## src/hdl/cpd_pkg.sv

```systemverilog
`timescale 1ns / 1ps
`default_nettype none
// ----------------------------------------------------------------------------
// cpd_pkg
// Types, constants and tables shared by the caption pair decoder
// ----------------------------------------------------------------------------
package cpd_pkg;

   localparam int ROWS_DEF      = 15;
   localparam int COLUMNS_DEF   = 32;
   localparam int XDS_LIMIT_DEF = 33;

   localparam int ADDR_W = 10;
   localparam int CELL_W = 12;

   localparam logic [6:0] SPACE_CODE  = 7'h20;
   localparam logic [4:0] ATTR_ITALIC = 5'h08;
   localparam logic [4:0] ATTR_UNDER  = 5'h10;

   localparam logic [1:0] ACT_PAIR        = 2'd0;
   localparam logic [1:0] ACT_READ_SHOWN  = 2'd1;
   localparam logic [1:0] ACT_READ_HIDDEN = 2'd2;

   localparam logic [6:0] MISC_RCL = 7'h20;
   localparam logic [6:0] MISC_BS  = 7'h21;
   localparam logic [6:0] MISC_DER = 7'h24;
   localparam logic [6:0] MISC_RU2 = 7'h25;
   localparam logic [6:0] MISC_RU3 = 7'h26;
   localparam logic [6:0] MISC_RU4 = 7'h27;
   localparam logic [6:0] MISC_RDC = 7'h29;
   localparam logic [6:0] MISC_TR  = 7'h2A;
   localparam logic [6:0] MISC_EDM = 7'h2C;
   localparam logic [6:0] MISC_CR  = 7'h2D;
   localparam logic [6:0] MISC_ENM = 7'h2E;
   localparam logic [6:0] MISC_EOC = 7'h2F;

   typedef struct packed {
      logic [1:0] action;
      logic [7:0] first_byte;
      logic [7:0] second_byte;
      logic [3:0] cell_row;
      logic [4:0] cell_col;
   } req_type;

   typedef struct packed {
      logic        display_changed;
      logic [3:0]  cursor_row;
      logic [4:0]  cursor_col;
      logic [4:0]  attributes_now;
      logic        loading_hidden;
      logic [3:0]  roll_depth;
      logic        xds_busy;
      logic [15:0] cell_unicode;
      logic [4:0]  cell_attributes;
   } rsp_type;

   typedef enum logic [3:0] {
      KIND_NOP, KIND_READ, KIND_XDS, KIND_PRINT, KIND_PAC,
      KIND_MIDROW, KIND_MISC, KIND_TAB, KIND_IGNORE
   } kind_type;

   typedef struct packed {
      kind_type   kind;
      logic [6:0] b1;
      logic [6:0] b2;
      logic       read_hidden;
      logic       read_ok;
      logic [3:0] row;
      logic [4:0] col;
   } cmd_type;

   typedef enum logic [2:0] {
      ST_CLEAR, ST_IDLE, ST_PUT2, ST_READ, ST_SWEEP, ST_CR_RD, ST_CR_WR, ST_RESP
   } back_state_type;

   function automatic logic [3:0] pac_row(input logic [2:0] code);
      logic [3:0] r;
      case (code)
         3'd0:    r = 4'd10;
         3'd1:    r = 4'd0;
         3'd2:    r = 4'd2;
         3'd3:    r = 4'd11;
         3'd4:    r = 4'd13;
         3'd5:    r = 4'd4;
         3'd6:    r = 4'd6;
         default: r = 4'd8;
      endcase
      return r;
   endfunction

   function automatic logic [15:0] to_unicode(input logic [6:0] code);
      logic [15:0] u;
      case (code)
         7'h2A:   u = 16'h00E1;
         7'h5C:   u = 16'h00E9;
         7'h5E:   u = 16'h00ED;
         7'h5F:   u = 16'h00F3;
         7'h60:   u = 16'h00FA;
         7'h7B:   u = 16'h00E7;
         7'h7C:   u = 16'h00F7;
         7'h7D:   u = 16'h00D1;
         7'h7E:   u = 16'h00F1;
         7'h7F:   u = 16'h25A0;
         default: u = {9'd0, code};
      endcase
      return u;
   endfunction

endpackage
`default_nettype wire

```

## src/hdl/cpd_front.sv

```systemverilog
`timescale 1ns / 1ps
`default_nettype none
// ----------------------------------------------------------------------------
// cpd_front
// Classifies each incoming transaction into a decoder command
// ----------------------------------------------------------------------------
module cpd_front import cpd_pkg::*; #(
   parameter int ROWS    = ROWS_DEF,
   parameter int COLUMNS = COLUMNS_DEF
) (
   input  req_type req,
   output cmd_type cmd
);

   logic [6:0] b1;
   logic [6:0] b2;
   logic [6:0] c1;

   assign b1 = req.first_byte[6:0];
   assign b2 = req.second_byte[6:0];
   assign c1 = b1 & ~7'h08;

   always_comb begin
      cmd.kind        = KIND_IGNORE;
      cmd.b1          = b1;
      cmd.b2          = b2;
      cmd.read_hidden = (req.action == ACT_READ_HIDDEN);
      cmd.read_ok     = (32'(req.cell_row) < ROWS) && (32'(req.cell_col) < COLUMNS);
      cmd.row         = req.cell_row;
      cmd.col         = req.cell_col;
      case (req.action)
         ACT_PAIR: begin
            if (b1 inside {[7'h01:7'h0F]}) begin
               cmd.kind = KIND_XDS;
            end else if (b1 >= 7'h20) begin
               cmd.kind = KIND_PRINT;
            end else if ((c1 inside {[7'h10:7'h17]}) && b2 >= 7'h40) begin
               cmd.kind = KIND_PAC;
            end else if (c1 == 7'h11 && (b2 inside {[7'h20:7'h2F]})) begin
               cmd.kind = KIND_MIDROW;
            end else if (c1 == 7'h14) begin
               cmd.kind = KIND_MISC;
            end else if (c1 == 7'h17 && (b2 inside {[7'h21:7'h23]})) begin
               cmd.kind = KIND_TAB;
            end
         end
         ACT_READ_SHOWN, ACT_READ_HIDDEN: begin
            cmd.kind = KIND_READ;
         end
         default: begin
            cmd.kind = KIND_NOP;
         end
      endcase
   end

endmodule
`default_nettype wire

```

## config.mk

```make
export PLATFORM = sky130hd
export DESIGN_NAME = cpd_front
export DESIGN_NICKNAME = d
export VERILOG_FILES = /design/src/hdl/cpd_pkg.sv /design/src/hdl/cpd_front.sv
export SDC_FILE = /design/constraint.sdc
export NUM_CORES = 1
export LEC_CHECK = 0
export BUFFER_PORTS_ARGS = -buffer_cell sky130_fd_sc_hd__buf_2
export CAP_MARGIN = 10
export CORE_AREA = 2 2 39 41
export DETAILED_ROUTE_END_ITERATION = 6
export DIE_AREA = 0 0 41 43
export PLACE_DENSITY = 0.82
export SYNTH_ARGS = -nofsm -noshare
export SYNTH_HDL_FRONTEND = slang
export SYNTH_SLANG_ARGS = --single-unit
```

## constraint.sdc

```tcl
create_clock -name vclk -period 2.8
set_input_delay 0.42 -clock vclk [all_inputs]
set_output_delay 0.42 -clock vclk [all_outputs]
set_load 0.01 [all_outputs]
```

==> impl_metrics.toml <==
[global_route]
grt_max_degree = 8
grt_usage_pct = 10.2
grt_overflow = 0
grt_antenna_before_repair = 0
grt_pass1_vias = 366
grt_first_pass_wirelength_um = 1370

[floorplan]
pin_count = 56
die_x_um = 41
row_count = 14
initial_utilization_pct = 28.5
dieArea_um2 = 1760
die_y_um = 43
core-area_um2 = 1380

[logic_synthesis]
syn-instance-count = 56
synth_fp_nets = 86
avgSynthCellArea_um2 = 7.04
yosysWarnings = 0
yosysSeqAreaShare_pct = 0
syn_area_um2 = 394
post_synth_num_cell_types = 21

[critical_path]
critical_path_arrival_ps = 1660
path_class = "in -> out"
cp-startpoint = "req[25]"
end_kind = "primary output"
crit_fanout = 3
crit_required_ps = 2380
cp-start-kind = "primary input"

[power_and_ir_drop]
seqPwrFrac_pct = 0
p_leak_uw = 0.000266
switching_share_pct = 52.7
p_sw_uw = 33.2
p_per_area_nw_per_um2 = 137
peakVddDrop_mv = 0.0405
intPower_uw = 29.8
comb_power_share_pct = 100.0
clockPowerShare_pct = 0

[finish]
fin_util_pct = 33.4
nFlopsAndLatches = 0
antenna_cells = 0
nNetsFinal = 109
fillers = 165
syn2layout_area_growth_pct = 17.1
multi_input_comb_area_um2 = 206
fin_area_um2 = 462
layout.area.seq_um2 = 0
layout-drive-gt1-share_pct = 59.7
clkbuf_count = 0

[sta]
setup_viol = 0
hold_viol_final = 0
slew_headroom_pct = 74.0
tns_ps = 0
min_period_ps = 2080
rsz0062_at_grt = "false"
fmax_mhz = 480
finalCritPeriodShare_pct = 74.4
finalMaxSlewViolations = 0
setup_ws_ps = 716
holdWs_ps = 840
tightestPinTransition_ps = 387

[placed_design]
place.gp.congestion = 0.673
portBuffers = 44
placed_cell_area_um2 = 462
hpwl_um = 852
dp_slack_ps = 711

[detailed_routing]
drc = 0
drtAntennaViolNets = 0
first_pass_iters = 2
drt_iter0_markers = 2
viasPerCell = 4.49
wl_per_cell_um = 9.68
num_vias = 418
wl_um = 900

[run]
cap_violations = 0

[worst_hold_path]
hold_path.startpoint = "req[0]"
hp-class = "in -> out"

[cts]
cts-resized-gates = 0
post_cts_buffers = 0
cts_hold_buf = 0

[run_status]
outcome = "completed"
final timing paths:
| check | cells after the start | to | slack, ps |
|---|---|---|---|
| hold / removal | 0 | cmd[0] | 840 |
| setup / recovery | 8 | cmd[26] | 720 |
cells by family (layout without fill, tap and decap cells):
group / Yosys count / count (layout) / synth area share [%]
AOI/OAI and AO/OA: 8 / 8 / 12.7
adders and majority gates: 3 / 3 / 9.52
buffers and inverters: 27 / 48 / 47.6
muxes: 1 / 1 / 2.54
and+or+nand+nor: 17 / 17 / 27.6
metrics by stage:
stage	cells	power, uW
floorplan	56	50.9
CTS	93	64.0
finish	93	63.0
global placement	93	61.7
global route	93	70.8
detailed placement	93	63.9
worst max-delay path: stages:
cell and delay [ps]:
buf_2 110, inv_1 70, ha_1 160, nor2b_1 190
nor3b_2 270, o2111ai_1 140, o21ai_1 150, buf_2 150
final cells by class:
cell class         count  area share [%]
inverters              4            3.25
well taps             16            4.34
repair buffers        44            47.7
multi-input cells     29            44.7
power by group through the flow:
stage	clock network, uW	registers (uW)	logic, uW
6_report	0	0	63.0
5_1_grt	0	0	70.8
4_1_cts	0	0	64.0
3_5_place_dp	0	0	63.9
3_3_place_gp	0	0	61.7
2_1_floorplan	0	0	50.9
metal layers:
layer | track usage (%) | part of all wire [%] | vias up | wire (um)
met5 | 0 | 0 | - | 0
met4 | 0 | 0 | 0 | 0
met3 | 1.05 | 10 | 0 | 91
met2 | 20.6 | 56 | 27 | 500
met1 | 10.8 | 34 | 181 | 308
li1 | - | - | 210 | -
synth_stat cells, drive strengths merged:
| cell type | n | area [um^2] |
|---|---|---|
| nor4 | 1 | 6.26 |
| a211o | 1 | 8.76 |
| nor4bb | 1 | 10.0 |
| buf | 23 | 173 |
| nor2 | 4 | 15.0 |
| o21ai | 3 | 15.0 |
| nand3b | 1 | 7.51 |
| nand4 | 1 | 6.26 |
| a21oi | 1 | 5.00 |
| inv | 4 | 15.0 |
| nand4bb | 1 | 11.3 |
| nor2b | 2 | 12.5 |
| nor3b | 1 | 12.5 |
| nand2 | 3 | 11.3 |
| ha | 3 | 37.5 |
| nor3 | 1 | 10.0 |
| mux2i | 1 | 10.0 |
| or2 | 1 | 6.26 |
| o22ai | 2 | 12.5 |
| o2111ai | 1 | 8.76 |
cell usage in the layout (no fill, tap or decap), drive strengths merged, types with 2 or more instances in the layout:
cell type,instances
o22ai,2
nor2b,2
o21ai,3
nand2,3
buf,44
ha,3
nor2,4
inv,4
Power figures use the tool's default switching activity.
