$ cat src/hdl/cpd_pkg.sv
`timescale 1ns / 1ps
`default_nettype none
// ----------------------------------------------------------------------------
// cpd_pkg
// Types, constants and tables shared by the caption pair decoder
// ----------------------------------------------------------------------------
package cpd_pkg;

   localparam int ROWS_DEF      = 15;
   localparam int COLUMNS_DEF   = 32;
   localparam int XDS_LIMIT_DEF = 33;

   localparam int ADDR_W = 10;
   localparam int CELL_W = 12;

   localparam logic [6:0] SPACE_CODE  = 7'h20;
   localparam logic [4:0] ATTR_ITALIC = 5'h08;
   localparam logic [4:0] ATTR_UNDER  = 5'h10;

   localparam logic [1:0] ACT_PAIR        = 2'd0;
   localparam logic [1:0] ACT_READ_SHOWN  = 2'd1;
   localparam logic [1:0] ACT_READ_HIDDEN = 2'd2;

   localparam logic [6:0] MISC_RCL = 7'h20;
   localparam logic [6:0] MISC_BS  = 7'h21;
   localparam logic [6:0] MISC_DER = 7'h24;
   localparam logic [6:0] MISC_RU2 = 7'h25;
   localparam logic [6:0] MISC_RU3 = 7'h26;
   localparam logic [6:0] MISC_RU4 = 7'h27;
   localparam logic [6:0] MISC_RDC = 7'h29;
   localparam logic [6:0] MISC_TR  = 7'h2A;
   localparam logic [6:0] MISC_EDM = 7'h2C;
   localparam logic [6:0] MISC_CR  = 7'h2D;
   localparam logic [6:0] MISC_ENM = 7'h2E;
   localparam logic [6:0] MISC_EOC = 7'h2F;

   typedef struct packed {
      logic [1:0] action;
      logic [7:0] first_byte;
      logic [7:0] second_byte;
      logic [3:0] cell_row;
      logic [4:0] cell_col;
   } req_type;

   typedef struct packed {
      logic        display_changed;
      logic [3:0]  cursor_row;
      logic [4:0]  cursor_col;
      logic [4:0]  attributes_now;
      logic        loading_hidden;
      logic [3:0]  roll_depth;
      logic        xds_busy;
      logic [15:0] cell_unicode;
      logic [4:0]  cell_attributes;
   } rsp_type;

   typedef enum logic [3:0] {
      KIND_NOP, KIND_READ, KIND_XDS, KIND_PRINT, KIND_PAC,
      KIND_MIDROW, KIND_MISC, KIND_TAB, KIND_IGNORE
   } kind_type;

   typedef struct packed {
      kind_type   kind;
      logic [6:0] b1;
      logic [6:0] b2;
      logic       read_hidden;
      logic       read_ok;
      logic [3:0] row;
      logic [4:0] col;
   } cmd_type;

   typedef enum logic [2:0] {
      ST_CLEAR, ST_IDLE, ST_PUT2, ST_READ, ST_SWEEP, ST_CR_RD, ST_CR_WR, ST_RESP
   } back_state_type;

   function automatic logic [3:0] pac_row(input logic [2:0] code);
      logic [3:0] r;
      case (code)
         3'd0:    r = 4'd10;
         3'd1:    r = 4'd0;
         3'd2:    r = 4'd2;
         3'd3:    r = 4'd11;
         3'd4:    r = 4'd13;
         3'd5:    r = 4'd4;
         3'd6:    r = 4'd6;
         default: r = 4'd8;
      endcase
      return r;
   endfunction

   function automatic logic [15:0] to_unicode(input logic [6:0] code);
      logic [15:0] u;
      case (code)
         7'h2A:   u = 16'h00E1;
         7'h5C:   u = 16'h00E9;
         7'h5E:   u = 16'h00ED;
         7'h5F:   u = 16'h00F3;
         7'h60:   u = 16'h00FA;
         7'h7B:   u = 16'h00E7;
         7'h7C:   u = 16'h00F7;
         7'h7D:   u = 16'h00D1;
         7'h7E:   u = 16'h00F1;
         7'h7F:   u = 16'h25A0;
         default: u = {9'd0, code};
      endcase
      return u;
   endfunction

endpackage
`default_nettype wire

$ cat src/hdl/cpd_queue.sv
`timescale 1ns / 1ps
`default_nettype none
// ----------------------------------------------------------------------------
// cpd_queue
// Two-entry command queue between front and back
// ----------------------------------------------------------------------------
module cpd_queue import cpd_pkg::*; (
   input  logic    clock,
   input  logic    reset,
   input  logic    push,
   input  cmd_type push_data,
   input  logic    pop,
   output logic    full,
   output logic    valid,
   output cmd_type head
);

   cmd_type    slot_ff [2];
   logic       wr_ptr_ff;
   logic       wr_ptr_in;
   logic       rd_ptr_ff;
   logic       rd_ptr_in;
   logic [1:0] count_ff;
   logic [1:0] count_in;

   assign full  = (count_ff == 2'd2);
   assign valid = (count_ff != 2'd0);
   assign head  = slot_ff[rd_ptr_ff];

   always_comb begin
      wr_ptr_in = push ? ~wr_ptr_ff : wr_ptr_ff;
      rd_ptr_in = pop ? ~rd_ptr_ff : rd_ptr_ff;
      count_in  = count_ff + {1'b0, push} - {1'b0, pop};
   end

   always_ff @(posedge clock) begin
      if (push) begin
         slot_ff[wr_ptr_ff] <= push_data;
      end
      if (reset) begin
         wr_ptr_ff <= 1'b0;
         rd_ptr_ff <= 1'b0;
         count_ff  <= 2'd0;
      end else begin
         wr_ptr_ff <= wr_ptr_in;
         rd_ptr_ff <= rd_ptr_in;
         count_ff  <= count_in;
      end
   end

endmodule
`default_nettype wire

$ cat config.mk
export PLATFORM = sky130hd
export DESIGN_NAME = cpd_queue
export DESIGN_NICKNAME = d
export VERILOG_FILES = /design/src/hdl/cpd_pkg.sv /design/src/hdl/cpd_queue.sv
export SDC_FILE = /design/constraint.sdc
export NUM_CORES = 1
export LEC_CHECK = 0
export ABC_AREA = 1
export BUFFER_PORTS_ARGS = -buffer_cell sky130_fd_sc_hd__buf_2
export CAP_MARGIN = 5
export CORE_AREA = 2 2 69 71
export DETAILED_ROUTE_END_ITERATION = 8
export DIE_AREA = 0 0 71 73
export GPL_TIMING_DRIVEN = 0
export PLACE_DENSITY = 0.9
export SETUP_SLACK_MARGIN = 0.3
export SLEW_MARGIN = 20
export SYNTH_ARGS = -nofsm -noshare
export SYNTH_HDL_FRONTEND = slang
export SYNTH_SLANG_ARGS = --single-unit
$ cat constraint.sdc
create_clock -name clock -period 3.7 [get_ports clock]
set_clock_uncertainty 0.2 [all_clocks]
set_input_delay 0.74 -clock clock [delete_from_list [all_inputs] [get_ports clock]]
set_output_delay 0.74 -clock clock [all_outputs]
set_load 0.05 [all_outputs]
==> flow_metrics.py, run 1 <==
metrics = {
    "synthesis": {
        "avgSynthCellArea_um2": 19.48,
        "ys_types": 14,
        "ys_warn_count": 0,
        "netlist_instances": 121,
        "synth-seq-area-share_pct": 78.13,
        "synth.net_count": 156,
        "synth_top_area_share_pct": 73.89,
        "ys_top_cells_by_area": "edfxtp_1 74%, mux2_2 9.1%, mux2_4 6.4%",
        "ys_ff_latch": 63,
        "synth_top_area_cell": "edfxtp_1",
        "syn_area_um2": 2357,
    },
    "placement": {
        "place.gp.congestion": 0.6577,
        "dp_hpwl_um": 2544,
        "io_buffers": 63,
        "dp_slack_ns": 1.296,
    },
    "die": {
        "initial_utilization_pct": 51.97,
        "core_area_um2": 4536,
        "dieHeight_um": 73,
        "die_w_um": 71,
        "die-area_um2": 5183,
        "ios": 64,
        "rows": 25,
    },
    "timing": {
        "drv_slew": 0,
        "hold_viol": 0,
        "max_slew_margin_pct": 56.37,
        "clock.fmax_ghz": 0.4045,
        "rsz0062_at_grt": "false",
        "finalSetupViolCount": 0,
        "period_share_pct": 66.82,
        "worst_slack_ns": 1.228,
        "fin_setup_tns_ns": 0,
        "worst_pin_slew_ns": 0.6535,
        "post-route-min-period_ns": 2.472,
    },
    "cts": {
        "cts_hold_buf": 0,
        "cts_inserted_buffers": 9,
        "cts_tree": "built",
        "path_clk_slew_ns": 0.07,
        "cts_repair_resize_count": 0,
        "clockBufferDepth": 2,
        "cts_sinks": 63,
        "htreeDepth": 3,
        "post_cts_buffers": 0,
        "cts_root_buffer": "clkbuf_8",
        "insertion_delay_ns": 0.32,
    },
    "route": {
        "drtIter0Drc": 69,
        "wire_per_inst_um": 14.86,
        "totalWireLength_um": 3790,
        "post_drt_via_cell_ratio": 5.000,
        "ant_nets": 0,
        "drc": 0,
        "drtPass1Iterations": 4,
        "vias": 1275,
    },
    "critical_path": {
        "worst-setup-path-type": "register to primary output",
        "crit_required_ns": 2.76,
        "crit_fanout": 10,
        "crit_path_end_kind": "primary output",
        "worstPathArrival_ns": 1.53,
        "start_kind": "register",
    },
    "grt": {
        "antenna_found_initial": 0,
        "grt_usage_pct": 15.37,
        "grt_pass1_vias": 1290,
        "grt_pass1_wl_um": 5844,
        "grt_max_degree": 31,
        "grt-ovfl-total": 0,
    },
    "layout": {
        "fin_nets": 231,
        "n_antenna_cell": 0,
        "layout-drive-gt1-share_pct": 56.72,
        "layout_commonest_cell": "buf_2",
        "area_growth_pct": 28.13,
        "final_cell_mix": "64 x buf_2, 58 x edfxtp_1, 19 x mux2_2",
    },
    "power": {
        "power_density_nw_per_um2": 611.2,
        "leakagePower_nw": 1.210,
        "peakVddDrop_v": 0.0004078,
        "p_total_mw": 1.846,
    },
    "min_path": {
        "hold_class": "register to register",
    },
    "run_status": {
        "status": "finished clean",
    },
    "job": {
        "maxCapViolCount": 0,
    },
}
-- worst max-delay path: stages, from the launching register on --
cell	delay, ns
dfxtp_1	0.34
buf_6	0.16
buf_6	0.19
mux2_4	0.31
buf_2	0.21
-- sequential cells by signal, summed over array words and instances, names as in the netlist, named ones only --
signal,flops
wr_ptr_ff,1
slot_ff,58
count_ff,2
rd_ptr_ff,1
-- where the power goes --
part	switching, mW	internal, mW
Sequential	0.0115	0.822
Combinational	0.205	0.0946
Clock	0.264	0.448
-- through the flow --
step / utilization, % / std cells / hold slack, ns / cell area [um^2]
after floorplan: - / 121 / 0.2799 / 2357
after global placement: 60.41 / 238 / 0.2941 / 2740
after detailed placement: 61.19 / 239 / 0.3029 / 2775
after CTS: 66.59 / 255 / 0.3250 / 3020
after global routing: 66.59 / 255 / 0.3730 / 3020
final: 66.59 / 255 / 0.3241 / 3020
-- cell families after synthesis --
group | Yosys count | share of synthesized area, %
buf+inv | 11 | 2.441
compound gates | 1 | 0.2121
xor+xnor | 1 | 0.3716
fa+ha+maj | 2 | 1.061
flops | 63 | 78.13
simple gates | 14 | 2.335
mux | 29 | 15.45
-- synthesized netlist by cell type --
| master | number |
|---|---|
| nand3_1 | 1 |
| inv_1 | 8 |
| a21oi_1 | 1 |
| mux2_2 | 19 |
| nor3_1 | 1 |
| mux2_4 | 10 |
| buf_6 | 2 |
| edfxtp_1 | 58 |
| nand2_1 | 5 |
| dfxtp_1 | 5 |
| ha_1 | 2 |
| xnor2_1 | 1 |
| nor2_1 | 7 |
| buf_2 | 1 |
-- layer usage --
layer	part of all wire, %	GRT usage [%]	wire [um]
met1	42	18.07	1594
met2	51	24.71	1935
met3	6.4	5.801	244
met4	0.45	8.176	17
met5	0	0	0
-- path summary, 6_finish.rpt --
path | from | cells after the start | end | slack, ns
worst min register to register | rd_ptr_ff$_SDFFE_PP0P_ | 2 | rd_ptr_ff$_SDFFE_PP0P_ | 0.32
worst max register to register | wr_ptr_ff$_SDFFE_PP0P_ | 2 | slot_ff[1][18]$_DFFE_PP_ | 2.16
worst max-delay path | register | 4 | head[21] | 1.23
worst min-delay path | rd_ptr_ff$_SDFFE_PP0P_ | 2 | rd_ptr_ff$_SDFFE_PP0P_ | 0.32
-- final cells by class --
| type | instances | area (um^2) |
|---|---|---|
| clock buffer | 9 | 123.9 |
| timing repair buffer | 64 | 342.8 |
| fill | 323 | 1515 |
| multi-input combinational | 47 | 465.4 |
| tap | 54 | 67.56 |
| buffer | 3 | 27.53 |
| inverter | 8 | 30.03 |
| clock inverter | 7 | 121.4 |
| sequential | 63 | 1842 |
Note: power is estimated with default switching activity, not from simulation.
==> inputs of run 2 (changes only) <==
- CORE_AREA: 2 2 69 71 -> 2 2 75 77
- DIE_AREA: 0 0 71 73 -> 0 0 77 79
- PLACE_DENSITY: 0.9 -> 0.82
- clock period: 3.7 -> 2.04 ns (I/O delays scaled with it)
==> flow_metrics.py, run 2 (synthesis results as in run 1) <==
metrics = {
    "timing": {
        "clock.fmax_ghz": 0.4978,
        "fin_hold_ws_ns": 0.06390,
        "max_slew_margin_pct": 44.45,
        "rsz0062_at_grt": "true",
        "post-route-min-period_ns": 2.009,
        "finalSetupViolCount": 0,
        "worst_pin_slew_ns": 0.8313,
        "drv_slew": 0,
        "period_share_pct": 98.47,
        "hold_viol": 0,
    },
    "power": {
        "power_density_nw_per_um2": 995.7,
        "peakVddDrop_v": 0.0005890,
        "switching_share_pct": 26.72,
        "clkPwrFrac_pct": 32.1,
        "internal_power_mw": 2.356,
        "combPwrFrac_pct": 20.8,
        "p_sw_mw": 0.8593,
        "leakagePower_nw": 1.303,
        "pwr-share-seq_pct": 47.1,
    },
    "layout": {
        "layout_commonest_cell": "edfxtp_1",
        "finish.instance_area_um2": 3229,
        "largest_reg_flops": 58,
        "n_antenna_cell": 0,
        "layout-drive-gt1-share_pct": 56.44,
        "fillCellCount": 426,
        "area_growth_pct": 37.00,
        "largestRegisters": "slot_ff: 58 flops, count_ff: 2 flops",
        "fin_nets": 232,
        "top_register": "slot_ff",
        "final_cell_mix": "58 x edfxtp_1, 33 x buf_2, 19 x mux2_4",
    },
    "placement": {
        "io_buffers": 63,
        "place_area_um2": 2770,
        "dp_hpwl_um": 2445,
        "place.gp.congestion": 0.6580,
    },
    "grt": {
        "grt_pass1_wl_um": 6327,
        "grt_max_degree": 31,
        "grt_usage_pct": 14.26,
        "antenna_found_initial": 0,
        "grt-ovfl-total": 0,
        "grt_pass1_vias": 1349,
    },
    "min_path": {
        "hp-start": "push_data[2]",
        "hold_class": "input port to register",
        "min_delay_path_depth": 1,
        "min_to": "slot_ff[0][2]$_DFFE_PP_",
    },
    "die": {
        "initial_utilization_pct": 44.16,
        "die-area_um2": 6083,
        "dieHeight_um": 79,
        "die_w_um": 77,
        "ios": 64,
        "core_area_um2": 5338,
        "rows": 27,
    },
    "critical_path": {
        "worst-setup-path-type": "register to primary output",
        "worstPathArrival_ns": 1.40,
        "r2r-end": "slot_ff[0][20]$_DFFE_PP_",
        "crit_required_ns": 1.43,
        "crit_fanout": 8,
        "worstReg2RegStart": "wr_ptr_ff$_SDFFE_PP0P_",
        "crit_path_end_kind": "primary output",
        "start_kind": "register",
        "reg2reg_slack_ns": 0.43,
        "ff2ff_path_depth": 1,
    },
    "route": {
        "drtIter0Drc": 51,
        "ant_nets": 0,
        "post_drt_via_cell_ratio": 4.617,
        "drtPass1Iterations": 4,
        "totalWireLength_um": 4013,
        "vias": 1265,
        "drc": 0,
        "wire_per_inst_um": 14.65,
    },
    "cts": {
        "cts_inserted_buffers": 9,
        "path_clk_slew_ns": 0.07,
        "cts_sinks": 63,
        "clockBufferDepth": 2,
        "cts_root_buffer": "clkbuf_8",
        "htreeDepth": 3,
        "cts_tree": "built",
        "insertion_delay_ns": 0.33,
    },
    "job": {
        "maxCapViolCount": 0,
    },
    "run_status": {
        "status": "finished clean",
    },
}
[run 2: cell count changes in the layout (fill, tap and decap cells not counted), moves of 9 or more]
cell / change
buf_8: +10
buf_2: -31
buf_6: +11
mux2_2: -9
mux2_4: +9
buf_4: +10
[run 2: how the worst max path moves through the flow]
stage,cells past startpoint,slack [ns],end,startpoint
finish,4,0.03,head[7],register
global route,4,-0.02,head[22],register
CTS,4,0.01,head[27],register
detailed placement,3,0.17,slot_ff[0][22]$_DFFE_PP_,push
global placement,3,-0.01,slot_ff[1][23]$_DFFE_PP_,push
floorplan,2,0.41,slot_ff[1][0]$_DFFE_PP_,push
[run 2: through the flow]
| stage | setup TNS (ns) | worst slack [ns] | power (mW) | std cells | utilization [%] |
|---|---|---|---|---|---|
| floorplan | 0 | 0.4109 | 1.952 | 121 | - |
| global placement | -0.3428 | -0.01320 | 2.067 | 256 | 51.90 |
| detailed placement | 0 | 0.1742 | 2.083 | 256 | 51.90 |
| CTS | 0 | 0.01279 | 3.244 | 274 | 60.43 |
| global route | -0.1928 | -0.01717 | 3.331 | 274 | 60.50 |
| finish | 0 | 0.03115 | 3.215 | 274 | 60.50 |
[run 2: final cells by class]
cell class              count  area [um^2]  area share (%)
flip-flops and latches     63         1843           57.07
repair buffers             65        534.3           16.54
multi-input cells          47        499.2           15.46
clock buffers              12        145.1           4.494
well taps                  72        90.09           2.790
clock inverters             4        45.04           1.395
plain buffers               3        42.54           1.317
inverters                   8        30.03          0.9299
[run 2: power by group through the flow]
| stage | Clock (mW) | Sequential (mW) | Combinational [mW] |
|---|---|---|---|
| floorplan | 0 | 1.53 | 0.417 |
| global placement | 0 | 1.54 | 0.530 |
| detailed placement | 0 | 1.54 | 0.542 |
| CTS | 1.06 | 1.52 | 0.668 |
| global route | 1.11 | 1.52 | 0.698 |
| finish | 1.03 | 1.52 | 0.668 |
[run 2: worst max-delay path: stages (launching register included)]
cell,delay [ns]
dfxtp_2,0.34
buf_6,0.12
buf_12,0.13
mux2_4,0.32
buf_8,0.15
[run 2: layer usage]
layer  share of wire [%]  routed length (um)  up-vias  GRT usage (%)
li1                    -                   -      606              -
met1                  40                1604      598          14.55
met2                  53                2111       52          24.56
met3                 5.8                 231        9          5.455
met4                 1.6                  65        0          9.286
met5                   0                   0        -              0
[run 2: repair_timing]
item / CTS / global route
gates resized for setup: 74 / 1
hold buffers: 0 / 0
buffers inserted: 2 / 0
setup endpoints to repair: 30 / 29
==> inputs of run 3 (changes only) <==
- PLACE_DENSITY: 0.82 -> 0.72
==> flow_metrics.py, run 3 (synthesis results as in run 1) <==
metrics = {
    "power": {
        "pwr-share-seq_pct": 48.2,
        "peakVddDrop_v": 0.0006743,
        "p_sw_mw": 0.8414,
        "internal_power_mw": 2.302,
        "clkPwrFrac_pct": 30.8,
        "power_density_nw_per_um2": 977.2,
        "switching_share_pct": 26.77,
        "combPwrFrac_pct": 21.1,
        "leakagePower_nw": 1.302,
    },
    "critical_path": {
        "path_common_cell": "buf_6",
        "r2r-end": "slot_ff[0][8]$_DFFE_PP_",
        "crit_required_ns": 1.43,
        "reg2reg_slack_ns": 0.46,
        "crit_path_end_kind": "primary output",
        "cpMaxStageDelayCell": "dfxtp_4",
        "crit_family": "buffers and inverters",
        "critPathMaxStageDelay_ns": 0.36,
        "path_buf_inv": 3,
        "worstPathArrival_ns": 1.42,
        "worst-setup-path-type": "register to primary output",
        "ff2ff_path_depth": 1,
        "worstReg2RegStart": "wr_ptr_ff$_SDFFE_PP0P_",
        "start_kind": "register",
        "critical_path_depth": 4,
        "path_cells": "buf_6 > buf_12 > mux2_4 > buf_6",
        "crit_end": "head[18]",
        "crit_fanout": 10,
    },
    "route": {
        "ant_nets": 0,
        "vias": 1289,
        "wire_per_inst_um": 14.29,
        "drc": 0,
        "post_drt_via_cell_ratio": 4.670,
        "drtPass1Iterations": 4,
        "drtIter0Drc": 52,
        "totalWireLength_um": 3945,
    },
    "die": {
        "rows": 27,
        "die-area_um2": 6083,
        "core_area_um2": 5338,
        "initial_utilization_pct": 44.16,
        "dieHeight_um": 79,
        "die_w_um": 77,
        "ios": 64,
    },
    "timing": {
        "finalSetupViolCount": 0,
        "worst_pin_slew_ns": 0.8186,
        "hold_viol": 0,
        "period_share_pct": 99.48,
        "post-route-min-period_ns": 2.029,
        "drv_slew": 0,
        "fin_setup_tns_ns": 0,
        "clock.fmax_ghz": 0.4927,
        "rsz0062_at_grt": "true",
        "max_slew_margin_pct": 45.30,
    },
    "layout": {
        "largestRegisters": "slot_ff: 58 flops, count_ff: 2 flops",
        "layout_commonest_cell": "edfxtp_1",
        "largest_reg_flops": 58,
        "final_cell_mix": "58 x edfxtp_1, 33 x buf_2, 18 x mux2_4",
        "finish.utilization_pct": 60.27,
        "fin_nets": 235,
        "area_growth_pct": 36.47,
        "top_register": "slot_ff",
        "layout-drive-gt1-share_pct": 56.86,
        "finish.instance_area_um2": 3217,
        "n_antenna_cell": 0,
        "final_cells": 276,
    },
    "run_status": {
        "status": "finished clean",
    },
    "grt": {
        "grt_pass1_vias": 1330,
        "grt_usage_pct": 14.07,
        "grt-ovfl-total": 0,
        "grt_pass1_wl_um": 6168,
        "antenna_found_initial": 0,
        "grt_max_degree": 31,
    },
    "min_path": {
        "min_delay_path_depth": 1,
        "hold_class": "input port to register",
    },
    "cts": {
        "insertion_delay_ns": 0.33,
        "cts_sinks": 63,
        "htreeDepth": 3,
        "cts_tree": "built",
        "path_clk_slew_ns": 0.06,
        "clockBufferDepth": 2,
        "cts_inserted_buffers": 9,
        "cts_hold_buf": 0,
        "cts_root_buffer": "clkbuf_8",
    },
    "placement": {
        "place.gp.congestion": 0.6864,
        "place_area_um2": 2770,
        "dp.cells": 256,
        "dp_hpwl_um": 2377,
        "io_buffers": 63,
    },
    "job": {
        "maxCapViolCount": 0,
    },
}
[run 3: changes by cell type in the layout (fill, tap and decap cells not counted)]
cell / change
buf_12: -1
dfxtp_2: -1
clkbuf_4: +1
buf_4: +4
dfxtp_4: +1
mux2_2: +1
clkbuf_8: -1
clkbuf_1: -2
clkinv_1: +2
buf_8: -1
mux2_4: -1
[run 3: through the flow]
stage	hold slack, ns	setup slack [ns]	power [mW]
after detailed placement	0.3061	0.1605	2.080
after floorplan	0.2792	0.4109	1.952
after global routing	0.04960	-0.03812	3.270
after global placement	0.2919	-0.06031	2.072
after CTS	0.04265	-0.01742	3.173
final	0.06347	0.01057	3.144
[run 3: per-layer routing]
layer  GRT usage, %  up-vias  wire length [um]
met4          10.71        0                86
met3          3.523        8               204
li1               -      607                 -
met5              0        -                 0
met1          15.80      628              1651
met2          23.25       46              2002
[run 3: repair_timing]
| item | CTS | global route |
|---|---|---|
| gates resized for setup | 72 | 2 |
| buffers inserted | 3 | 1 |
| cloned | 1 | 0 |
| setup endpoints to repair | 29 | 30 |
[run 3: worst min path at each step]
stage                            from                       end  slack, ns
6_report                push_data[22]  slot_ff[0][22]$_DFFE_PP_       0.06
2_1_floorplan                   reset    count_ff[0]$_SDFF_PP0_       0.28
3_3_place_gp   rd_ptr_ff$_SDFFE_PP0P_                  register       0.29
3_5_place_dp   rd_ptr_ff$_SDFFE_PP0P_    rd_ptr_ff$_SDFFE_PP0P_       0.31
5_1_grt                 push_data[25]  slot_ff[0][25]$_DFFE_PP_       0.05
4_1_cts                 push_data[25]  slot_ff[1][25]$_DFFE_PP_       0.04
[run 3: area by class of cell]
| cell class | count | area (um^2) |
|---|---|---|
| clock buffer | 9 | 123.9 |
| timing repair buffer | 68 | 536.8 |
| tap | 72 | 90.09 |
| inverter | 8 | 30.03 |
| clock inverter | 6 | 52.55 |
| buffer | 3 | 42.54 |
| fill | 424 | 2121 |
| sequential | 63 | 1846 |
| multi-input combinational | 47 | 495.5 |
[run 3: power groups by stage]
stage,combinational (mW),sequential [mW],clock (mW)
2_1_floorplan,0.417,1.53,0
3_3_place_gp,0.535,1.54,0
3_5_place_dp,0.539,1.54,0
4_1_cts,0.659,1.51,0.998
5_1_grt,0.695,1.52,1.05
6_report,0.662,1.51,0.967
